--- src/rtl/core/bfsk_pkg.sv ---
// ----------------------------------------------------------------------------
// bfsk_pkg: shared types and constants
// Status and action codes, the result item layout and default sizes for the
// binary FSK tone sequencer.
// ----------------------------------------------------------------------------
package bfsk_pkg;

  localparam int unsigned NUM_SYMBOLS = 8;
  localparam int unsigned TONE_W = 16;
  localparam int unsigned TICK_W = 16;
  localparam int unsigned BYTE_W = 8;
  localparam int unsigned POS_W = 4;

  typedef enum logic [1:0] {
    ACT_START = 2'd0,
    ACT_TICK  = 2'd1,
    ACT_STOP  = 2'd2,
    ACT_NONE  = 2'd3
  } action_e;

  typedef enum logic [2:0] {
    ST_STARTED  = 3'd0,
    ST_REJECTED = 3'd1,
    ST_IDLE     = 3'd2,
    ST_HOLDING  = 3'd3,
    ST_NEXT     = 3'd4,
    ST_FINISHED = 3'd5,
    ST_STOPPED  = 3'd6
  } status_e;

  typedef enum logic [1:0] {
    REG_ZERO_TONE = 2'd0,
    REG_ONE_TONE  = 2'd1,
    REG_SYM_TICKS = 2'd2
  } reg_index_e;

  typedef struct packed {
    logic [TONE_W-1:0] zero_tone;
    logic [TONE_W-1:0] one_tone;
    logic [TICK_W-1:0] symbol_ticks;
  } cfg_t;

  typedef struct packed {
    status_e           status;
    logic              tone_valid;
    logic [TONE_W-1:0] tone_value;
    logic              busy_res;
  } result_t;

endpackage

--- src/rtl/core/bfsk_core.sv ---
// ----------------------------------------------------------------------------
// bfsk_core: symbol sequencer
// Holds the byte, bit position and hold counter and turns each accepted item
// into its result item in the same cycle.
// ----------------------------------------------------------------------------
module bfsk_core #(
  parameter int unsigned NumSymbols = bfsk_pkg::NUM_SYMBOLS
) (
  input  logic                             clk_i,
  input  logic                             rst_ni,
  input  logic                             step_i,
  input  logic [1:0]                       action_i,
  input  logic [bfsk_pkg::BYTE_W-1:0]      data_byte_i,
  input  bfsk_pkg::cfg_t                   cfg_i,
  output bfsk_pkg::result_t                result_o
);

  localparam logic [bfsk_pkg::POS_W-1:0] LastPos = bfsk_pkg::POS_W'(NumSymbols - 1);
  localparam logic [bfsk_pkg::POS_W:0]   EndPos  = (bfsk_pkg::POS_W + 1)'(NumSymbols);

  logic                           sending_q, sending_d;
  logic [bfsk_pkg::BYTE_W-1:0]    bits_q, bits_d;
  logic [bfsk_pkg::POS_W-1:0]     pos_q, pos_d;
  logic [bfsk_pkg::TICK_W-1:0]    hold_q, hold_d;

  logic [bfsk_pkg::TICK_W-1:0]    hold_inc;
  logic [bfsk_pkg::POS_W:0]       pos_inc;
  bfsk_pkg::result_t              res;

  function automatic logic [bfsk_pkg::TONE_W-1:0] tone_for(
    input logic [bfsk_pkg::BYTE_W-1:0] bits,
    input logic [bfsk_pkg::POS_W-1:0]  pos,
    input bfsk_pkg::cfg_t              cfg
  );
    logic [bfsk_pkg::POS_W-1:0] sel;
    sel = LastPos - pos;
    if (!sel[bfsk_pkg::POS_W-1] && bits[sel[2:0]]) begin
      return cfg.one_tone;
    end
    return cfg.zero_tone;
  endfunction

  assign hold_inc = hold_q + 1'b1;
  assign pos_inc  = {1'b0, pos_q} + 1'b1;

  always_comb begin
    sending_d      = sending_q;
    bits_d         = bits_q;
    pos_d          = pos_q;
    hold_d         = hold_q;
    res.status     = bfsk_pkg::ST_IDLE;
    res.tone_valid = 1'b0;
    res.tone_value = '0;
    case (bfsk_pkg::action_e'(action_i))
      bfsk_pkg::ACT_START: begin
        if (sending_q) begin
          res.status = bfsk_pkg::ST_REJECTED;
        end else begin
          bits_d         = data_byte_i;
          pos_d          = '0;
          hold_d         = '0;
          sending_d      = 1'b1;
          res.status     = bfsk_pkg::ST_STARTED;
          res.tone_valid = 1'b1;
          res.tone_value = tone_for(data_byte_i, '0, cfg_i);
        end
      end
      bfsk_pkg::ACT_TICK: begin
        if (sending_q) begin
          hold_d = hold_inc;
          if (hold_inc < cfg_i.symbol_ticks) begin
            res.status = bfsk_pkg::ST_HOLDING;
          end else if (pos_inc >= EndPos) begin
            pos_d          = pos_inc[bfsk_pkg::POS_W-1:0];
            sending_d      = 1'b0;
            res.status     = bfsk_pkg::ST_FINISHED;
            res.tone_valid = 1'b1;
          end else begin
            pos_d          = pos_inc[bfsk_pkg::POS_W-1:0];
            hold_d         = '0;
            res.status     = bfsk_pkg::ST_NEXT;
            res.tone_valid = 1'b1;
            res.tone_value = tone_for(bits_q, pos_inc[bfsk_pkg::POS_W-1:0], cfg_i);
          end
        end
      end
      bfsk_pkg::ACT_STOP: begin
        if (sending_q) begin
          sending_d      = 1'b0;
          res.status     = bfsk_pkg::ST_STOPPED;
          res.tone_valid = 1'b1;
        end
      end
      default: begin
        res.status = sending_q ? bfsk_pkg::ST_HOLDING : bfsk_pkg::ST_IDLE;
      end
    endcase
    res.busy_res = sending_d;
  end

  assign result_o = res;

  always_ff @(posedge clk_i or negedge rst_ni) begin
    if (!rst_ni) begin
      sending_q <= 1'b0;
      bits_q    <= '0;
      pos_q     <= '0;
      hold_q    <= '0;
    end else if (step_i) begin
      sending_q <= sending_d;
      bits_q    <= bits_d;
      pos_q     <= pos_d;
      hold_q    <= hold_d;
    end
  end

  a_pos_in_range: assert property (@(posedge clk_i) disable iff (!rst_ni)
    sending_q |-> ({1'b0, pos_q} < EndPos))
    else $error("bit position past the last symbol while sending");

  a_finish_idles: assert property (@(posedge clk_i) disable iff (!rst_ni)
    (step_i && (res.status == bfsk_pkg::ST_FINISHED || res.status == bfsk_pkg::ST_STOPPED))
    |=> !sending_q)
    else $error("sequencer still busy after finishing or stopping");

  a_start_busy: assert property (@(posedge clk_i) disable iff (!rst_ni)
    (step_i && res.status == bfsk_pkg::ST_STARTED) |=> (sending_q && pos_q == '0))
    else $error("start did not load the first symbol");

endmodule

--- src/rtl/core/bfsk_obuf.sv ---
// ----------------------------------------------------------------------------
// bfsk_obuf: result buffer
// Two-entry result queue, so that a new item is taken while a finished
// result still waits on a stalled output.
// ----------------------------------------------------------------------------
module bfsk_obuf (
  input  logic              clk_i,
  input  logic              rst_ni,
  input  logic              push_i,
  input  bfsk_pkg::result_t data_i,
  output logic              full_o,
  output logic              valid_o,
  input  logic              stall_i,
  output bfsk_pkg::result_t data_o
);

  bfsk_pkg::result_t mem_q [2];
  logic              wr_ptr_q, rd_ptr_q;
  logic [1:0]        cnt_q, cnt_d;
  logic              pop;

  assign full_o  = (cnt_q == 2'd2);
  assign valid_o = (cnt_q != 2'd0);
  assign pop     = valid_o && !stall_i;
  assign data_o  = mem_q[rd_ptr_q];

  always_comb begin
    cnt_d = cnt_q;
    if (push_i && !pop) begin
      cnt_d = cnt_q + 2'd1;
    end else if (pop && !push_i) begin
      cnt_d = cnt_q - 2'd1;
    end
  end

  always_ff @(posedge clk_i) begin
    if (push_i) begin
      mem_q[wr_ptr_q] <= data_i;
    end
  end

  always_ff @(posedge clk_i or negedge rst_ni) begin
    if (!rst_ni) begin
      wr_ptr_q <= 1'b0;
      rd_ptr_q <= 1'b0;
      cnt_q    <= 2'd0;
    end else begin
      cnt_q <= cnt_d;
      if (push_i) begin
        wr_ptr_q <= ~wr_ptr_q;
      end
      if (pop) begin
        rd_ptr_q <= ~rd_ptr_q;
      end
    end
  end

  a_cnt_bound: assert property (@(posedge clk_i) disable iff (!rst_ni)
    cnt_q != 2'd3)
    else $error("result queue count out of range");

  a_no_push_full: assert property (@(posedge clk_i) disable iff (!rst_ni)
    full_o |-> !push_i)
    else $error("item pushed into a full result queue");

  a_ptr_match: assert property (@(posedge clk_i) disable iff (!rst_ni)
    ((cnt_q == 2'd0) || (cnt_q == 2'd2)) |-> (wr_ptr_q == rd_ptr_q))
    else $error("result queue pointers disagree with count");

endmodule

--- src/rtl/core/byte_fsk_tone_modulator.sv ---
// ----------------------------------------------------------------------------
// byte_fsk_tone_modulator: binary FSK tone sequencer
// Sends a byte MSB first as low or high tones, one symbol per bit, advanced
// by tick items and ended by the last symbol or a stop item.
//
//   channel  direction  handshake                 payload
//   in       input      in_valid_i / in_stall_o   action_i, data_byte_i
//   out      output     out_valid_o / out_stall_i status_o, tone_valid_o,
//                                                 tone_value_o, busy_res_o
//   cfg      input      cfg_we_i                  cfg_index_i, cfg_data_i
//
// State and result are updated in the cycle an item is accepted; the result is
// registered in the result queue and shows after any older one. One item per
// cycle is sustained while the output is not stalled; the two-entry queue sets
// the limit. in_stall_o rises only while two results wait on a stalled output.
// Reset clears the sequencer to idle and all configuration registers to zero.
// ----------------------------------------------------------------------------
module byte_fsk_tone_modulator #(
  parameter int unsigned NumSymbols = bfsk_pkg::NUM_SYMBOLS
) (
  input  logic                        clk_i,
  input  logic                        rst_ni,
  input  logic                        in_valid_i,
  output logic                        in_stall_o,
  input  logic [1:0]                  action_i,
  input  logic [bfsk_pkg::BYTE_W-1:0] data_byte_i,
  output logic                        out_valid_o,
  input  logic                        out_stall_i,
  output logic [2:0]                  status_o,
  output logic                        tone_valid_o,
  output logic [bfsk_pkg::TONE_W-1:0] tone_value_o,
  output logic                        busy_res_o,
  input  logic                        cfg_we_i,
  input  logic [1:0]                  cfg_index_i,
  input  logic [bfsk_pkg::TONE_W-1:0] cfg_data_i
);

  bfsk_pkg::cfg_t    cfg_q;
  bfsk_pkg::result_t step_res;
  bfsk_pkg::result_t out_res;
  logic              step;
  logic              full;

  always_ff @(posedge clk_i or negedge rst_ni) begin
    if (!rst_ni) begin
      cfg_q <= '0;
    end else if (cfg_we_i) begin
      case (bfsk_pkg::reg_index_e'(cfg_index_i))
        bfsk_pkg::REG_ZERO_TONE: cfg_q.zero_tone    <= cfg_data_i;
        bfsk_pkg::REG_ONE_TONE:  cfg_q.one_tone     <= cfg_data_i;
        bfsk_pkg::REG_SYM_TICKS: cfg_q.symbol_ticks <= cfg_data_i;
        default: begin
        end
      endcase
    end
  end

  assign in_stall_o = full;
  assign step       = in_valid_i && !full;

  bfsk_core #(
    .NumSymbols(NumSymbols)
  ) u_core (
    .clk_i      (clk_i),
    .rst_ni     (rst_ni),
    .step_i     (step),
    .action_i   (action_i),
    .data_byte_i(data_byte_i),
    .cfg_i      (cfg_q),
    .result_o   (step_res)
  );

  bfsk_obuf u_obuf (
    .clk_i  (clk_i),
    .rst_ni (rst_ni),
    .push_i (step),
    .data_i (step_res),
    .full_o (full),
    .valid_o(out_valid_o),
    .stall_i(out_stall_i),
    .data_o (out_res)
  );

  assign status_o     = out_res.status;
  assign tone_valid_o = out_res.tone_valid;
  assign tone_value_o = out_res.tone_value;
  assign busy_res_o   = out_res.busy_res;

endmodule

--- config.mk ---
export PLATFORM = sky130hd
export DESIGN_NAME = byte_fsk_tone_modulator
export DESIGN_NICKNAME = d
export VERILOG_FILES = /design/src/rtl/core/bfsk_pkg.sv /design/src/rtl/core/bfsk_core.sv /design/src/rtl/core/bfsk_obuf.sv /design/src/rtl/core/byte_fsk_tone_modulator.sv
export SDC_FILE = /design/constraint.sdc
export NUM_CORES = 1
export LEC_CHECK = 0
export ABC_CLOCK_PERIOD_IN_PS = 4000
export BUFFER_PORTS_ARGS = -buffer_cell sky130_fd_sc_hd__buf_2
export CAP_MARGIN = 20
export CORE_UTILIZATION = 34
export DETAILED_ROUTE_END_ITERATION = 6
export PLACE_DENSITY = 0.5
export SYNTH_ARGS = -nofsm -noshare
export SYNTH_HDL_FRONTEND = slang
export SYNTH_SLANG_ARGS = --single-unit
--- constraint.sdc ---
create_clock -name clk_i -period 4 [get_ports clk_i]
set_clock_uncertainty 0.15 [all_clocks]
set_input_delay 0.8 -clock clk_i [delete_from_list [all_inputs] [get_ports clk_i]]
set_output_delay 0.8 -clock clk_i [all_outputs]
set_load 0.01 [all_outputs]
[Yosys cells after proc, flatten, opt, wreduce, memory -nomap -nowiden]
Memory sizes are Yosys's and may differ from the RTL's.
Cells that the tools add are included.
Operators by class
  equal/unequal tests: 8
  $add $sub $neg: 5
  magnitude comparators: 3
  reductions and logical operators: 21
  bitwise operators: 3
  muxes and demuxes: 43
Operators with widths (count)
  $mux W16: 9
  $pmux W16 S2: 2
  $mux W17: 2
  $mux W20: 1
  $add A16 B1 Y16 const B: 1
  $lt A16 B16 Y1: 1
  $mux W1: 16
  $mux W4: 4
  $pmux W3 S3: 1
  $pmux W4 S2: 1
  $eq A2 B2 Y1 const B: 3
  $mux W2: 3
  $pmux W1 S3: 2
  $reduce_and A2 Y1: 3
  $reduce_bool A2 Y1: 3
  $add A4 B1 Y5 const B: 1
  $ge A5 B4 Y1 const B: 1
  $logic_and A1 B1 Y1: 5
  $logic_not A1 Y1: 5
  $reduce_and A5 Y1: 1
  $eq A2 B1 Y1 const B: 2
  $logic_not A2 Y1: 2
  $lt A3 B4 Y1 const B: 1
  $ne A2 B2 Y1 const B: 2
  other kinds (9): 11
Storage, ports and cells
  bits in writable memories: 42
  logic and storage cells: 94
  bits in registers: 81
  memories: 1
Memories
  u_obuf.mem_q: depth 2, bits a word 21, read ports 1, clocked after Yosys merged registers in 0, write ports 1, RTL line bfsk_obuf.sv:17  | bfsk_pkg::result_t mem_q [2];

[Depth between registers and ports, before layout]
  depth after elaboration: 15
  gate-level depth with buffers: 14
  gate-level depth less buffers: 12

[Modules after synthesis]
From an unflattened synthesis, not the netlist that was laid out.
Second synthesis, totals
  cell total of the unflattened synthesis: 461
  area, all modules: 5936.9 sq um
Modules (own cells, without submodules)
  bfsk_core: area an instance 2393.5 sq um, cells an instance 277, instances 1, seq. area each 725.7 sq um
  byte_fsk_tone_modulator: area an instance 1821.7 sq um, cells an instance 103, instances 1, seq. area each 1201.2 sq um
  bfsk_obuf: area an instance 1721.7 sq um, cells an instance 81, instances 1, seq. area each 1361.3 sq um

[Least setup slack after synthesis]
OpenSTA, ideal clock, no wires.
  path type: register to register
  start: reg u_core.hold_q[2] in the netlist's numbering
  end: mem u_obuf.mem_q[0][10] in the netlist's numbering (data pin)
  arrival time: 3.027 ns
  clock period less this slack: 3.437 ns
  path slack: 0.563 ns
  buffers on the path: 2
  cell stages (with the launch flop): 15
  cells stage by stage: dfrtp_1 -> and3_1 -> and3_1 -> and3_1 -> and3_1 -> xor2_1 -> ha_1 -> a21oi_1 -> o21ai_0 -> nor4_2 -> and3_4 -> buf_6 -> o21ai_2 -> buf_4 -> a22o_1
RTL lines
  from (decl): RTL line bfsk_core.sv:24  | logic [bfsk_pkg::TICK_W-1:0] hold_q, hold_d;
  from (signal assigned): RTL line bfsk_core.sv:113  | hold_q <= hold_d;
  to (decl): RTL line bfsk_obuf.sv:17

==> metrics.md <==
| Metric | Value |
|---|---|
| Post-route DRC | `0` |
| CTS root buf | `clkbuf_16` |
| Met3 WL | `389 um` |
| Number of buffers inserted by hold repair at cts | `0` |
| RSZ-0062 raised after global routing | `false` |
| Post-DP HPWL | `8.03 mm` |
| Net count after synthesis | `472` |
| CP Launch Point | `u_core.hold_q[2]` |
| Setup_tns | `0 ns` |
| Critical path startpoint category | `register` |
| Die Wd | `132 um` |
| Final net count | `541` |
| Core footprint | `16600 um2` |
| Slew margin rel. | `32.5%` |
| CP Class | `register to register` |
| Syn avg cell area | `13.7 um2` |
| Synth Flop Type | `dfrtp_1` |
| Syn Std Cell Area | `5760 um2` |
| Cell area after layout | `7010 um2` |
| CP cell instances | `and3_1, and3_1, and3_1, and3_1, xor2_1, ha_1, a21oi_1, o21ai_0, nor4_2, and3_4, o21ai_2, buf_4, a22o_1` |
| Top Layer Used | `met4` |
| Slew @ Worst Pin | `1.01 ns` |
| CP Capture Type | `register` |
| Initial DRT Pass Iterations | `5` |
| Largest family of logic cells by synthesized area | `multiplexers` |
| TritonCTS clock tree | `done` |
| LEAKAGE | `3.07 nW` |
| Fillcell total | `1585` |
| Min cycle time layout | `3.68 ns` |
| DR WL met2 | `5.42 mm` |
| # IOs | `56` |
| Die area | `17500 um2` |
| Register area | `3290 um2` |
| Multi-input logic area | `2340 um2` |
| Maximum root-to-sink buffer count | `2` |
| Port Buf Inserts | `55` |
| Reg clk slew, reported paths | `0.06 ns` |
| Crit path max-delay cell type | `dfrtp_1` |
| Vias per std cell | `4.93` |
| Final cycle utilization of the critical path | `92.1%` |
| Vias post-DR | `3557` |
| Warnings, synthesis | `0` |
| Final hold violation count | `0` |
| Average wire per standard cell | `15.9 um` |
| Simple-Gate Fraction of Synth Area | `7.79%` |
| Area delta synth->final | `21.6%` |
| Slew Viols, Final | `0` |
| Initial antenna violation count | `0` |
| Synth Area in XOR/XNOR | `3.04%` |
| Post-route ant nets | `0` |
| Netlist cell types | `47` |
| H-tree depth | `4` |
| Power per Cell Area | `625 nW/um2` |
| WL final | `11.5 mm` |
| Std cell rows | `47` |
| Clock Sink Count | `123` |
| DIE HEIGHT | `132 um` |
| VDD IR-drop max | `320 uV` |
| Post-CTS Setup Bufs | `0` |
| Largest net degree at the start of global routing | `82` |
| GRT Overall Usage | `14.3%` |
| Initial Util | `34.8%` |
| Peak Freq | `271 MHz` |
| Area leader, netlist | `dfrtp_1` |
| Worst path max stage delay | `0.43 ns` |
| Synth Register Bits | `123` |
| Number of global-route vias before repair | `3708` |
| Post-synthesis compound-gate area fraction | `9.05%` |
| Peak fanout along the critical path | `16` |
| Synth async-reset ratio | `65.9%` |
| First-pass GRT wire length | `19.2 mm` |
| Number of synthesized flops with an enable pin | `42` |
| Critical Path Sink | `u_obuf.mem_q[1][9]` |
| Critical Path AT | `3.69 ns` |
| Placement Cell Area | `6290 um2` |
| Setup violations, final | `0` |
| Syn Inst Count | `420` |
| Layout cells sized above 1 | `37.1%` |
| Crit path top cell by count | `and3_1` |
| R2r endpoint | `u_obuf.mem_q[1][9]` |
| Post-synthesis adder-cell area fraction | `4.13%` |
| Met1 WL | `5.39 mm` |
| Max-cap violations | `0` |
| GR Overflow Total | `0` |
| Clk_lat worst skew | `0.42 ns` |
| Internal reg-to-reg setup slack | `0.32 ns` |
| Final core occ | `42.3%` |
| Ant diodes | `0` |
| Post-synth top area share | `35.2%` |
| Multiplexer share of the synthesized area | `16.4%` |
| R2r worst-path depth | `13` |
| Sequential cell area fraction in the yosys report | `57.1%` |
| CP required | `4.01 ns` |
| Gpl congestion | `0.758` |
| Initial DRC count | `145` |
| Reg2reg start | `u_core.hold_q[2]` |
| CTS Buf Count | `17` |
| Outcome | `completed` |
| Top cells by area, synth | `dfrtp_1 35%, edfxtp_1 22%, mux2_2 15%` |
| Worst hold path class | `input port to async pin` |
[state kept, by name (all words and copies together), names as in the netlist]
| register | flops |
|---|---|
| u_core.hold_q | 16 |
| u_obuf.rd_ptr_q | 1 |
| u_core.sending_q | 1 |
| cfg_q | 48 |
| u_obuf.cnt_q | 2 |
| u_obuf.wr_ptr_q | 1 |
| u_core.bits_q | 8 |
| u_obuf.mem_q | 42 |
| u_core.pos_q | 4 |
[how the worst min path moves through the flow]
stage	from	to	slack, ns	cells past startpoint
floorplan	u_obuf.cnt_q[1]	u_obuf.cnt_q[1]	0.31	1
global placement	u_obuf.cnt_q[1]	u_obuf.cnt_q[1]	0.32	1
detailed placement	u_obuf.cnt_q[1]	u_obuf.cnt_q[1]	0.33	1
CTS	u_obuf.cnt_q[1]	u_obuf.cnt_q[1]	0.34	1
global route	rst_ni	u_core.bits_q[5]	0.06	1
finish	rst_ni	u_core.bits_q[1]	0.07	1
[worst max-delay path: cells and delay by family, from the launching register on]
kind,cells,cell delay [ns]
and+or+nand+nor,6,1.63
AOI/OAI and AO/OA,4,0.57
DFF,1,0.43
adders and majority gates,1,0.27
buffers and inverters,1,0.20
xor gates and xnor gates,1,0.17
[report_power, final]
part	switching, mW	internal (mW)
Combinational	0.433	0.463
Clock	0.538	1.15
Sequential	0.179	1.62
Total	1.15	3.23
[layout by cell type (no fill, tap or decap), types with 3 or more instances in the layout]
master,synthesis,final
xor2_1,11,11
xnor2_1,9,9
clkinv_2,0,3
nor3_1,4,4
a22o_1,25,25
a211oi_1,3,3
dfrtp_1,81,81
o21a_1,7,7
clkbuf_16,0,18
mux2_2,78,78
buf_4,2,6
inv_1,21,21
edfxtp_1,42,42
buf_2,1,54
o311ai_0,8,8
bufinv_16,0,5
nand2b_1,10,10
nor2_1,9,7
a21oi_1,5,5
nor3b_1,7,6
a21o_1,3,3
ha_1,19,19
nand2_1,18,18
and3_1,11,11
clkbuf_8,0,3
o21ai_0,5,5
nand3_1,7,7
[what timing repair did]
action,CTS,global route
gates resized for setup,0,1
setup endpoints to repair,0,33
hold endpoints to repair,0,0
[synth_stat cells, drive strengths merged, types with 5 or more instances]
cell type,n
dfrtp,81
mux2,78
edfxtp,42
a22o,25
inv,21
ha,19
nand2,18
and3,12
xor2,11
nand2b,10
nor2,9
xnor2,9
nand3,8
o311ai,8
buf,7
nor3b,7
o21a,7
o21ai,6
a21oi,5
clkbuf,5
nor3,5
[cells by family (layout without fill, tap and decap cells)]
kind of cell               Yosys count  after routing
AOI/OAI and AO/OA                   64             64
xor gates and xnor gates            20             20
adders and majority gates           19             19
buffers and inverters               33            115
DFF                                123            123
muxes                               82             82
and+or+nand+nor                     79             79
[metal layers]
| layer | vias up | global-route usage [%] |
|---|---|---|
| met1 | 1770 | 17.9 |
| met3 | 21 | 4.38 |
| met5 | - | 0 |
| li1 | 1705 | - |
| met4 | 0 | 6.32 |
| met2 | 61 | 22.8 |
[layout make-up]
type,instances,area share [%]
well taps,220,3.93
repair buffers,62,5.25
clock inverters,11,2.71
flip-flops and latches,123,46.9
multi-input cells,264,33.4
inverters,21,1.12
clock buffers,21,6.71
[metrics by stage]
| stage | total power [mW] | worst slack, ns | cells | hold WS, ns |
|---|---|---|---|---|
| 2_1_floorplan | 2.39 | 0.563 | 420 | 0.306 |
| 3_3_place_gp | 2.69 | 0.396 | 688 | 0.324 |
| 3_5_place_dp | 2.72 | 0.285 | 688 | 0.329 |
| 4_1_cts | 4.43 | 0.272 | 720 | 0.340 |
| 5_1_grt | 4.62 | 0.0103 | 722 | 0.0626 |
| 6_report | 4.38 | 0.316 | 722 | 0.0702 |
No activity file was read; power rests on OpenSTA's default activity.
